--- src/rtl/gmcm_pkg.sv ---
// ----------------------------------------------------------------------------
// gmcm_pkg
// Shared widths, constants, types and the square-root digit step for the
// gated mean complex magnitude block.
// ----------------------------------------------------------------------------
`default_nettype none

package gmcm_pkg;

  localparam int SAMPLE_W    = 16;
  localparam int SQ_W        = 32;
  localparam int MAG_W       = 16;
  localparam int THR_W       = 16;
  localparam int SUM_W       = 29;
  localparam int MAX_FRAME   = 4096;
  localparam int CNT_W       = $clog2(MAX_FRAME + 1);
  localparam int SQRT_STAGES = SQ_W / 4;
  localparam int FIFO_DEPTH  = 4;
  localparam int FIFO_AW     = $clog2(FIFO_DEPTH);
  localparam int STEP_W      = $clog2(MAG_W);
  localparam int REM_W       = MAG_W + 1;

  localparam logic [SUM_W-1:0] SUM_MAX = {SUM_W{1'b1}};
  localparam logic [MAG_W-1:0] MAG_MAX = MAG_W'(46340);

  // byte address of the threshold register
  localparam logic [1:0] THR_ADDR = 2'd0;

  // one magnitude word on its way from front to back
  typedef struct packed {
    logic [MAG_W-1:0] mag;
    logic             last;
  } mag_item_t;

  // partial remainder and root of the digit-by-digit square root
  typedef struct packed {
    logic [REM_W-1:0] rem;
    logic [MAG_W-1:0] root;
  } sqrt_acc_t;

  // one root bit: bring down two radicand bits, try (4*root + 1)
  function automatic sqrt_acc_t sqrt_step(sqrt_acc_t a, logic [1:0] pair);
    logic [REM_W+1:0] r;
    logic [REM_W+1:0] t;
    sqrt_acc_t        o;
    r = {a.rem, pair};
    t = {1'b0, a.root, 2'b01};
    if (r >= t) begin
      o.rem  = REM_W'(r - t);
      o.root = {a.root[MAG_W-2:0], 1'b1};
    end else begin
      o.rem  = r[REM_W-1:0];
      o.root = {a.root[MAG_W-2:0], 1'b0};
    end
    return o;
  endfunction

endpackage

`default_nettype wire

--- src/rtl/gmcm_front.sv ---
// ----------------------------------------------------------------------------
// gmcm_front
// Magnitude pipeline: squares, sum of squares, then an eight-stage square
// root giving two root bits per stage. The whole pipe holds when its last
// stage is full and the queue cannot take the word.
// ----------------------------------------------------------------------------
`default_nettype none

module gmcm_front
  import gmcm_pkg::*;
(
  input  wire logic                       clk,
  input  wire logic                       rst_n,
  input  wire logic                       in_valid,
  output logic                            in_ready,
  input  wire logic signed [SAMPLE_W-1:0] real_part,
  input  wire logic signed [SAMPLE_W-1:0] imag_part,
  input  wire logic                       frame_end,
  output logic                            mag_valid,
  output mag_item_t                       mag_item,
  input  wire logic                       mag_ready
);

  logic                   en;
  logic [SQ_W-2:0]        re2_r;
  logic [SQ_W-2:0]        im2_r;
  logic                   sq_v_r;
  logic                   sq_last_r;
  logic [SQ_W-1:0]        x_r;
  logic                   x_v_r;
  logic                   x_last_r;
  logic signed [SQ_W-1:0] re_prod;
  logic signed [SQ_W-1:0] im_prod;

  sqrt_acc_t       st_acc_r  [SQRT_STAGES];
  logic [SQ_W-1:0] st_x_r    [SQRT_STAGES];
  logic            st_v_r    [SQRT_STAGES];
  logic            st_last_r [SQRT_STAGES];
  sqrt_acc_t       st_acc_nxt[SQRT_STAGES];

  assign en       = !st_v_r[SQRT_STAGES-1] || mag_ready;
  assign in_ready = en;

  assign re_prod = real_part * real_part;
  assign im_prod = imag_part * imag_part;

  always_comb begin
    sqrt_acc_t a;
    sqrt_acc_t b;
    for (int k = 0; k < SQRT_STAGES; k++) begin
      if (k == 0) begin
        a = '0;
        a = sqrt_step(a, x_r[SQ_W-1 -: 2]);
        b = sqrt_step(a, x_r[SQ_W-3 -: 2]);
      end else begin
        a = sqrt_step(st_acc_r[k-1], st_x_r[k-1][SQ_W-1-4*k -: 2]);
        b = sqrt_step(a, st_x_r[k-1][SQ_W-3-4*k -: 2]);
      end
      st_acc_nxt[k] = b;
    end
  end

  always_ff @(posedge clk) begin
    if (!rst_n) begin
      sq_v_r <= 1'b0;
      x_v_r  <= 1'b0;
      for (int k = 0; k < SQRT_STAGES; k++) begin
        st_v_r[k] <= 1'b0;
      end
    end else if (en) begin
      sq_v_r <= in_valid;
      x_v_r  <= sq_v_r;
      for (int k = 0; k < SQRT_STAGES; k++) begin
        st_v_r[k] <= (k == 0) ? x_v_r : st_v_r[k-1];
      end
    end
  end

  always_ff @(posedge clk) begin
    if (en) begin
      re2_r     <= re_prod[SQ_W-2:0];
      im2_r     <= im_prod[SQ_W-2:0];
      sq_last_r <= frame_end;
      x_r       <= {1'b0, re2_r} + {1'b0, im2_r};
      x_last_r  <= sq_last_r;
      for (int k = 0; k < SQRT_STAGES; k++) begin
        st_acc_r[k]  <= st_acc_nxt[k];
        st_x_r[k]    <= (k == 0) ? x_r : st_x_r[k-1];
        st_last_r[k] <= (k == 0) ? x_last_r : st_last_r[k-1];
      end
    end
  end

  assign mag_valid     = st_v_r[SQRT_STAGES-1];
  assign mag_item.mag  = st_acc_r[SQRT_STAGES-1].root;
  assign mag_item.last = st_last_r[SQRT_STAGES-1];

endmodule

`default_nettype wire

--- src/rtl/gmcm_fifo.sv ---
// ----------------------------------------------------------------------------
// gmcm_fifo
// Short queue of magnitude words between the magnitude pipeline and the
// accumulator, so that the divider can stall the back end on its own.
// ----------------------------------------------------------------------------
`default_nettype none

module gmcm_fifo
  import gmcm_pkg::*;
(
  input  wire logic      clk,
  input  wire logic      rst_n,
  input  wire logic      push_valid,
  output logic           push_ready,
  input  wire mag_item_t push_item,
  output logic           pop_valid,
  output mag_item_t      pop_item,
  input  wire logic      pop
);

  mag_item_t          mem_r [FIFO_DEPTH];
  logic [FIFO_AW-1:0] wr_ptr_r;
  logic [FIFO_AW-1:0] rd_ptr_r;
  logic [FIFO_AW:0]   cnt_r;
  logic               do_push;
  logic               do_pop;

  assign push_ready = (cnt_r != (FIFO_AW+1)'(FIFO_DEPTH));
  assign pop_valid  = (cnt_r != '0);
  assign pop_item   = mem_r[rd_ptr_r];
  assign do_push    = push_valid && push_ready;
  assign do_pop     = pop && pop_valid;

  always_ff @(posedge clk) begin
    if (!rst_n) begin
      wr_ptr_r <= '0;
      rd_ptr_r <= '0;
      cnt_r    <= '0;
    end else begin
      if (do_push) begin
        wr_ptr_r <= wr_ptr_r + 1'b1;
      end
      if (do_pop) begin
        rd_ptr_r <= rd_ptr_r + 1'b1;
      end
      if (do_push && !do_pop) begin
        cnt_r <= cnt_r + 1'b1;
      end else if (do_pop && !do_push) begin
        cnt_r <= cnt_r - 1'b1;
      end
    end
  end

  always_ff @(posedge clk) begin
    if (do_push) begin
      mem_r[wr_ptr_r] <= push_item;
    end
  end

endmodule

`default_nettype wire

--- src/rtl/gmcm_back.sv ---
// ----------------------------------------------------------------------------
// gmcm_back
// Gated accumulation of magnitudes with frame length count, a radix-2
// divider for the frame mean and the result register.
// ----------------------------------------------------------------------------
`default_nettype none

module gmcm_back
  import gmcm_pkg::*;
(
  input  wire logic             clk,
  input  wire logic             rst_n,
  input  wire logic [THR_W-1:0] threshold,
  input  wire logic             q_valid,
  input  wire mag_item_t        q_item,
  output logic                  q_pop,
  output logic                  out_valid,
  input  wire logic             out_ready,
  output logic [MAG_W-1:0]      mean_magnitude,
  output logic                  frame_overflow
);

  typedef enum logic [2:0] {
    DIV_IDLE = 3'b001,
    DIV_RUN  = 3'b010,
    DIV_DONE = 3'b100
  } div_state_t;

  div_state_t         div_state_r, div_state_nxt;
  logic [SUM_W-1:0]   sum_r, sum_nxt;
  logic [CNT_W-1:0]   cnt_r, cnt_nxt;
  logic               ovf_r, ovf_nxt;
  logic [CNT_W-1:0]   div_rem_r, div_rem_nxt;
  logic [MAG_W-1:0]   div_q_r, div_q_nxt;
  logic [CNT_W-1:0]   div_dsr_r, div_dsr_nxt;
  logic [STEP_W-1:0]  div_step_r, div_step_nxt;
  logic               div_ovf_r, div_ovf_nxt;
  logic               out_valid_r, out_valid_nxt;
  logic [MAG_W-1:0]   out_mean_r, out_mean_nxt;
  logic               out_ovf_r, out_ovf_nxt;

  logic               pop;
  logic               sat;
  logic               gated;
  logic [SUM_W:0]     sum_add;
  logic [SUM_W-1:0]   sum_sat;
  logic [SUM_W-1:0]   acc_sum;
  logic [CNT_W-1:0]   acc_cnt;
  logic               acc_ovf;
  logic [CNT_W:0]     trial;
  logic               ge;

  // a frame end may leave the queue only when the divider is free
  assign pop   = q_valid && (!q_item.last || div_state_r == DIV_IDLE);
  assign q_pop = pop;

  assign sat     = cnt_r >= CNT_W'(MAX_FRAME);
  assign gated   = (threshold != '0) && (q_item.mag > threshold);
  assign sum_add = {1'b0, sum_r} + (SUM_W+1)'(q_item.mag);
  assign sum_sat = (sum_add > {1'b0, SUM_MAX}) ? SUM_MAX : sum_add[SUM_W-1:0];

  assign trial = {div_rem_r, div_q_r[MAG_W-1]};
  assign ge    = trial >= {1'b0, div_dsr_r};

  always_comb begin
    acc_sum = sum_r;
    acc_cnt = cnt_r;
    acc_ovf = ovf_r;
    if (sat) begin
      acc_ovf = 1'b1;
    end else begin
      acc_cnt = cnt_r + 1'b1;
      if (!gated) begin
        acc_sum = sum_sat;
      end
    end
  end

  always_comb begin
    sum_nxt       = sum_r;
    cnt_nxt       = cnt_r;
    ovf_nxt       = ovf_r;
    div_state_nxt = div_state_r;
    div_rem_nxt   = div_rem_r;
    div_q_nxt     = div_q_r;
    div_dsr_nxt   = div_dsr_r;
    div_step_nxt  = div_step_r;
    div_ovf_nxt   = div_ovf_r;
    out_valid_nxt = out_valid_r && !out_ready;
    out_mean_nxt  = out_mean_r;
    out_ovf_nxt   = out_ovf_r;

    if (pop) begin
      if (q_item.last) begin
        sum_nxt = '0;
        cnt_nxt = '0;
        ovf_nxt = 1'b0;
      end else begin
        sum_nxt = acc_sum;
        cnt_nxt = acc_cnt;
        ovf_nxt = acc_ovf;
      end
    end

    case (div_state_r)
      DIV_IDLE: begin
        if (pop && q_item.last) begin
          div_dsr_nxt  = acc_cnt;
          div_ovf_nxt  = acc_ovf;
          div_step_nxt = STEP_W'(MAG_W - 1);
          if (acc_cnt == '0) begin
            div_q_nxt     = '0;
            div_state_nxt = DIV_DONE;
          end else begin
            // upper dividend bits start the remainder: the mean fits MAG_W bits
            div_rem_nxt   = CNT_W'(acc_sum >> MAG_W);
            div_q_nxt     = acc_sum[MAG_W-1:0];
            div_state_nxt = DIV_RUN;
          end
        end
      end
      DIV_RUN: begin
        div_rem_nxt = ge ? CNT_W'(trial - {1'b0, div_dsr_r}) : CNT_W'(trial);
        div_q_nxt   = {div_q_r[MAG_W-2:0], ge};
        if (div_step_r == '0) begin
          div_state_nxt = DIV_DONE;
        end else begin
          div_step_nxt = div_step_r - 1'b1;
        end
      end
      DIV_DONE: begin
        if (!out_valid_r || out_ready) begin
          out_valid_nxt = 1'b1;
          out_mean_nxt  = div_q_r;
          out_ovf_nxt   = div_ovf_r;
          div_state_nxt = DIV_IDLE;
        end
      end
      default: begin
        div_state_nxt = DIV_IDLE;
      end
    endcase
  end

  always_ff @(posedge clk) begin
    if (!rst_n) begin
      div_state_r <= DIV_IDLE;
      out_valid_r <= 1'b0;
      sum_r       <= '0;
      cnt_r       <= '0;
      ovf_r       <= 1'b0;
    end else begin
      div_state_r <= div_state_nxt;
      out_valid_r <= out_valid_nxt;
      sum_r       <= sum_nxt;
      cnt_r       <= cnt_nxt;
      ovf_r       <= ovf_nxt;
    end
  end

  always_ff @(posedge clk) begin
    div_rem_r  <= div_rem_nxt;
    div_q_r    <= div_q_nxt;
    div_dsr_r  <= div_dsr_nxt;
    div_step_r <= div_step_nxt;
    div_ovf_r  <= div_ovf_nxt;
    out_mean_r <= out_mean_nxt;
    out_ovf_r  <= out_ovf_nxt;
  end

  assign out_valid      = out_valid_r;
  assign mean_magnitude = out_mean_r;
  assign frame_overflow = out_ovf_r;

  a_cnt_bound: assert property (@(posedge clk) disable iff (!rst_n)
    cnt_r <= CNT_W'(MAX_FRAME))
    else $error("sample count beyond frame limit");

  a_div_finish: assert property (@(posedge clk) disable iff (!rst_n)
    (div_state_r == DIV_RUN) && (div_step_r == '0) |=> (div_state_r == DIV_DONE))
    else $error("divider did not finish after last step");

  a_done_hold: assert property (@(posedge clk) disable iff (!rst_n)
    (div_state_r == DIV_DONE) && out_valid_r && !out_ready |=> (div_state_r == DIV_DONE))
    else $error("quotient dropped while result register busy");

  a_mean_range: assert property (@(posedge clk) disable iff (!rst_n)
    out_valid_r |-> (out_mean_r <= MAG_MAX))
    else $error("mean beyond largest magnitude");

endmodule

`default_nettype wire

--- src/rtl/gated_mean_complex_magnitude.sv ---
// ----------------------------------------------------------------------------
// gated_mean_complex_magnitude
// Mean of gated complex sample magnitudes over each frame.
// ----------------------------------------------------------------------------
// Takes one complex sample per word and delivers one mean magnitude word per
// frame, on the sample marked tlast. Samples stream at one per clock while
// in_tready is high: the magnitude pipeline (squares, sum, eight-stage square
// root) feeds a four-word queue. Each frame end starts a radix-2 divider of
// sixteen steps that hands its quotient to the result register once that is
// free; a frame end can leave the queue only while the divider is idle, so
// frames shorter than the divider's run throttle the input.
// The result register lets a mean wait for out_tready while accumulation of
// the next frame goes on. Magnitudes above a nonzero threshold are counted
// but not summed; frames longer than 4096 samples keep the mean of the first
// 4096 and raise the overflow flag.
`default_nettype none

module gated_mean_complex_magnitude
  import gmcm_pkg::*;
(
  input  wire logic        clk,
  input  wire logic        rst_n,
  input  wire logic        in_tvalid,
  output logic             in_tready,
  input  wire logic [31:0] in_tdata,     // [15:0] real_part, [31:16] imag_part
  input  wire logic        in_tlast,     // frame_end
  output logic             out_tvalid,
  input  wire logic        out_tready,
  output logic [15:0]      out_tdata,    // [15:0] mean_magnitude
  output logic             out_tuser,    // [0] frame_overflow
  input  wire logic        cfg_psel,
  input  wire logic        cfg_penable,
  input  wire logic        cfg_pwrite,
  input  wire logic [1:0]  cfg_paddr,
  input  wire logic [31:0] cfg_pwdata,
  output logic [31:0]      cfg_prdata,
  output logic             cfg_pready
);

  logic [THR_W-1:0] thr_r;
  logic             mag_valid;
  logic             mag_ready;
  mag_item_t        mag_item;
  logic             q_valid;
  mag_item_t        q_item;
  logic             q_pop;

  // one register, at byte address zero
  always_ff @(posedge clk) begin
    if (!rst_n) begin
      thr_r <= '0;
    end else if (cfg_psel && cfg_penable && cfg_pwrite && cfg_pready
                 && (cfg_paddr == THR_ADDR)) begin
      thr_r <= cfg_pwdata[THR_W-1:0];
    end
  end

  assign cfg_pready = 1'b1;
  assign cfg_prdata = {{(32-THR_W){1'b0}}, thr_r};

  gmcm_front u_front (
    .clk       (clk),
    .rst_n     (rst_n),
    .in_valid  (in_tvalid),
    .in_ready  (in_tready),
    .real_part (in_tdata[15:0]),
    .imag_part (in_tdata[31:16]),
    .frame_end (in_tlast),
    .mag_valid (mag_valid),
    .mag_item  (mag_item),
    .mag_ready (mag_ready)
  );

  gmcm_fifo u_fifo (
    .clk        (clk),
    .rst_n      (rst_n),
    .push_valid (mag_valid),
    .push_ready (mag_ready),
    .push_item  (mag_item),
    .pop_valid  (q_valid),
    .pop_item   (q_item),
    .pop        (q_pop)
  );

  gmcm_back u_back (
    .clk            (clk),
    .rst_n          (rst_n),
    .threshold      (thr_r),
    .q_valid        (q_valid),
    .q_item         (q_item),
    .q_pop          (q_pop),
    .out_valid      (out_tvalid),
    .out_ready      (out_tready),
    .mean_magnitude (out_tdata),
    .frame_overflow (out_tuser)
  );

endmodule

`default_nettype wire

--- config.mk ---
export PLATFORM = sky130hd
export DESIGN_NAME = gated_mean_complex_magnitude
export DESIGN_NICKNAME = d
export VERILOG_FILES = /design/src/rtl/gmcm_pkg.sv /design/src/rtl/gmcm_front.sv /design/src/rtl/gmcm_fifo.sv /design/src/rtl/gmcm_back.sv /design/src/rtl/gated_mean_complex_magnitude.sv
export SDC_FILE = /design/constraint.sdc
export NUM_CORES = 2
export LEC_CHECK = 0
export BUFFER_PORTS_ARGS = -buffer_cell sky130_fd_sc_hd__clkbuf_2
export CAP_MARGIN = 30
export CORE_MARGIN = 8
export CORE_UTILIZATION = 55
export DETAILED_ROUTE_END_ITERATION = 10
export HOLD_SLACK_MARGIN = 0.15
export PLACE_DENSITY = 0.8
export SKIP_CTS_REPAIR_TIMING = 1
export SYNTH_ARGS = -nofsm -noshare
export SYNTH_HDL_FRONTEND = slang
export SYNTH_SLANG_ARGS = --single-unit
--- constraint.sdc ---
create_clock -name clk -period 10.9 [get_ports clk]
set_clock_uncertainty 0.05 [all_clocks]
set_input_delay 0.545 -clock clk [delete_from_list [all_inputs] [get_ports clk]]
set_output_delay 0.545 -clock clk [all_outputs]
set_load 0.02 [all_outputs]
==> impl_metrics.json <==
{
  "result_of_the_run": "complete, no violations",
  "clock_sinks": 611,
  "synthesis_to_finish_area_growth_pct": 7.33,
  "tritoncts_clock_tree": "yes",
  "tightest_slew_ns": 1.04,
  "iteration_0_drc_markers": 2491,
  "post_drt_wl_per_cell_um": 16.7,
  "numCtsBuffers": 61,
  "final-hold-violation-count": 0,
  "clock_tree.root_cell": "clkbuf_16",
  "avgViaCountPerCell": 5.56,
  "cts.clk_slew.worst_paths_ns": 0.07,
  "worst-endpoint-required_ns": 11.25,
  "yosysWarningCount": 0,
  "post_dp_cell_area_um2": 52800,
  "cts.path.max_buffers": 3,
  "slew_headroom": 0.299,
  "drtAntennaViolNets": 0,
  "max_h_tree_level": 2,
  "clock_latency_ns": 0.66,
  "post_route_cells_drive_above_1_share": 0.0599,
  "report.final.setup_viol": 0,
  "count_of_state_elements_after_synthesis": 611,
  "place.gp.congestion": 0.921,
  "synth-edff-count": 536,
  "final_cell_area_um2": 55000,
  "maxCapViolCount": 0,
  "final.min_clock_period_ns": 7.14,
  "synth_async_sr_flop_share": 0,
  "number_of_antenna_violations_at_the_first_check_in_global_routing": 4,
  "floorplan.rows": 112,
  "number_of_optimization_iterations_in_the_first_detailed_route_pass": 6,
  "grt_remaining_overflow": 0,
  "io_buffer_count": 92,
  "globalRouteTotalUtil": 0.208,
  "report.final.slew_viol_count": 0,
  "dieArea_um2": 103000,
  "worst_setup_path_start_kind": "primary input",
  "grt_setup_unrepaired": "false",
  "crit_path_max_fanout": 19,
  "worst_hold_path_type": "in -> reg",
  "vias": 35500,
  "signal_arrival_time_at_the_worst_endpoint_ns": 7.50,
  "grt_pass1_vias": 36900,
  "grt_pass1_wl_mm": 179,
  "worstSetupPathType": "in -> reg",
  "synth_top_cell_area_share": 0.314,
  "detail_route.drc_violations": 0,
  "synthesis.area_um2": 51200,
  "syn_avg_cell_area_um2": 10.2,
  "synth-main-ff-cell": "edfxtp_1",
  "fin_worst_hold_slack_ns": 0.190,
  "floorplan.die.height_um": 321,
  "synth_top_cell_by_area": "edfxtp_1",
  "start_util": 0.552,
  "post_synth_inst_count": 5009,
  "synth.distinct_cells": 94,
  "core_box_area_um2": 92800,
  "critical_path.endpoint_type": "flip-flop",
  "io_pins": 126,
  "fin_tns_setup_ns": 0,
  "seq_area_frac_synth": 0.344,
  "finalWirelength_mm": 107,
  "grt_max_degree": 81,
  "achievable-frequency_mhz": 140,
  "finalCritPeriodShare": 0.655,
  "layout.core_utilization": 0.593,
  "synthTopCellsByArea": "edfxtp_1, fa_1, ha_1",
  "finalNetCount": 6019,
  "dp_hpwl_mm": 82.7,
  "die-width_um": 321
}
cell usage after synthesis, types with 20 or more instances:
master	instances
inv_1	863
edfxtp_1	536
fa_1	463
ha_1	405
nand2_1	388
nor2_1	341
a21oi_1	223
xnor2_1	212
o21ai_0	174
and2_1	105
clkbuf_1	102
a21o_1	101
nor3_1	93
xor2_1	89
dfxtp_1	75
nand3_1	67
nor2b_1	55
o21a_1	50
nand4_1	49
and3_1	35
a31oi_1	30
mux2i_1	29
nand2b_1	29
o31ai_1	29
or3_1	27
a21boi_0	26
o21bai_1	23
a22oi_1	22
nor4_1	22
mux2_2	21
or2_2	21
a31o_2	20
cells in the final DEF (no fill, tap or decap), types with 19 or more instances in the layout:
cell type	synthesis	final
ha_1	405	405
and3_1	35	35
nor2b_1	55	55
edfxtp_1	536	536
or3_1	27	27
buf_4	17	19
nor2_1	341	340
clkinv_2	1	19
nor3_1	93	92
dfxtp_1	75	75
a22oi_1	22	22
mux2_2	21	21
a21oi_1	223	223
nor4_1	22	22
and2_1	105	105
o21ai_0	174	174
xnor2_1	212	212
clkbuf_16	0	62
clkbuf_2	0	92
fa_1	463	463
nand2b_1	29	29
a21boi_0	26	26
nand3_1	67	67
nand4_1	49	49
inv_1	863	862
a31oi_1	30	30
mux2i_1	29	29
o21bai_1	23	23
o21a_1	50	50
o31ai_1	29	29
nand2_1	388	388
xor2_1	89	89
or2_2	21	21
conb_1	2	19
a31o_2	20	20
a21o_1	101	101
sequential cells by signal, summed over array words and instances, names as in the netlist, 2 cells and up, named ones only:
signal / flops
u_front.st_acc_r: 183
u_front.st_x_r: 112
u_fifo.mem_r: 68
u_front.x_r: 32
u_front.im2_r: 30
u_front.re2_r: 30
u_back.sum_r: 29
thr_r: 16
u_back.div_q_r: 16
u_back.mean_magnitude: 16
u_back.cnt_r: 13
u_back.div_dsr_r: 13
u_back.div_rem_r: 13
u_front.st_last_r: 8
u_front.st_v_r: 8
u_back.div_step_r: 4
u_back.div_state_r: 3
u_fifo.cnt_r: 3
u_fifo.rd_ptr_r: 2
u_fifo.wr_ptr_r: 2
final timing paths:
kind | from | to | slack (ns) | cells after the start
hold reg to reg | u_front.st_x_r[0][104]$_DFFE_PN_ | u_front.st_x_r[1][8]$_DFFE_PN_ | 0.36 | 0
hold / removal | out_tready | u_back.out_valid$_SDFF_PN0_ | 0.19 | 3
setup reg to reg | u_front.st_acc_r[1][43]$_DFFE_PN_ | u_front.st_acc_r[1][96]$_DFFE_PN_ | 4.94 | 18
setup / recovery | in_tdata[31] | u_front.im2_r[30]$_DFFE_PN_ | 3.76 | 22
layout make-up:
cell class / count / area, um^2
fillers: 7537 / 37800
multi-input cells: 3403 / 29800
flip-flops and latches: 611 / 17600
inverters: 870 / 3270
clock buffers: 71 / 1590
well taps: 1254 / 1570
repair buffers: 130 / 811
clock inverters: 43 / 327
diodes: 2 / 5.00
worst max-delay path: stages:
cell      delay [ns]
clkbuf_2        0.31
inv_1           0.58
nor2_1          0.13
fa_1            0.65
inv_1           0.17
fa_1            0.57
inv_1           0.06
fa_1            0.52
fa_1            0.44
fa_1            0.55
inv_1           0.05
fa_1            0.52
inv_1           0.04
ha_1            0.34
nand2_1         0.11
nor4_1          0.06
a21boi_0        0.17
o41ai_1         0.79
o21ai_0         0.33
nand3b_1        0.25
a31oi_1         0.20
xnor2_1         0.09
kinds of logic (layout without fill, tap and decap cells):
kind of cell,Yosys count,count (layout),share of synthesized area
fa+ha+maj,868,868,0.280
xor+xnor,302,302,0.0518
simple gates,1293,1293,0.121
other cells,2,21,0.000147
mux,70,70,0.0184
compound gates,851,851,0.109
buf+inv,1012,1114,0.0760
flops,611,611,0.344
stage by stage:
stage	cells	setup slack [ns]
after global routing	6383	3.34
after global placement	6248	3.29
after CTS	6363	3.88
after floorplan	5026	1.56
after detailed placement	6249	3.17
final	6384	3.76
layer usage:
layer	wire length [um]	up-vias	GRT usage
li1	-	17000	-
met1	43200	17300	0.251
met2	54100	912	0.377
met3	5310	238	0.0283
met4	4000	4	0.0756
met5	21	-	0
Power is not shown: default switching activity piles up to over one toggle a cycle in this logic, so the estimate is an artifact.
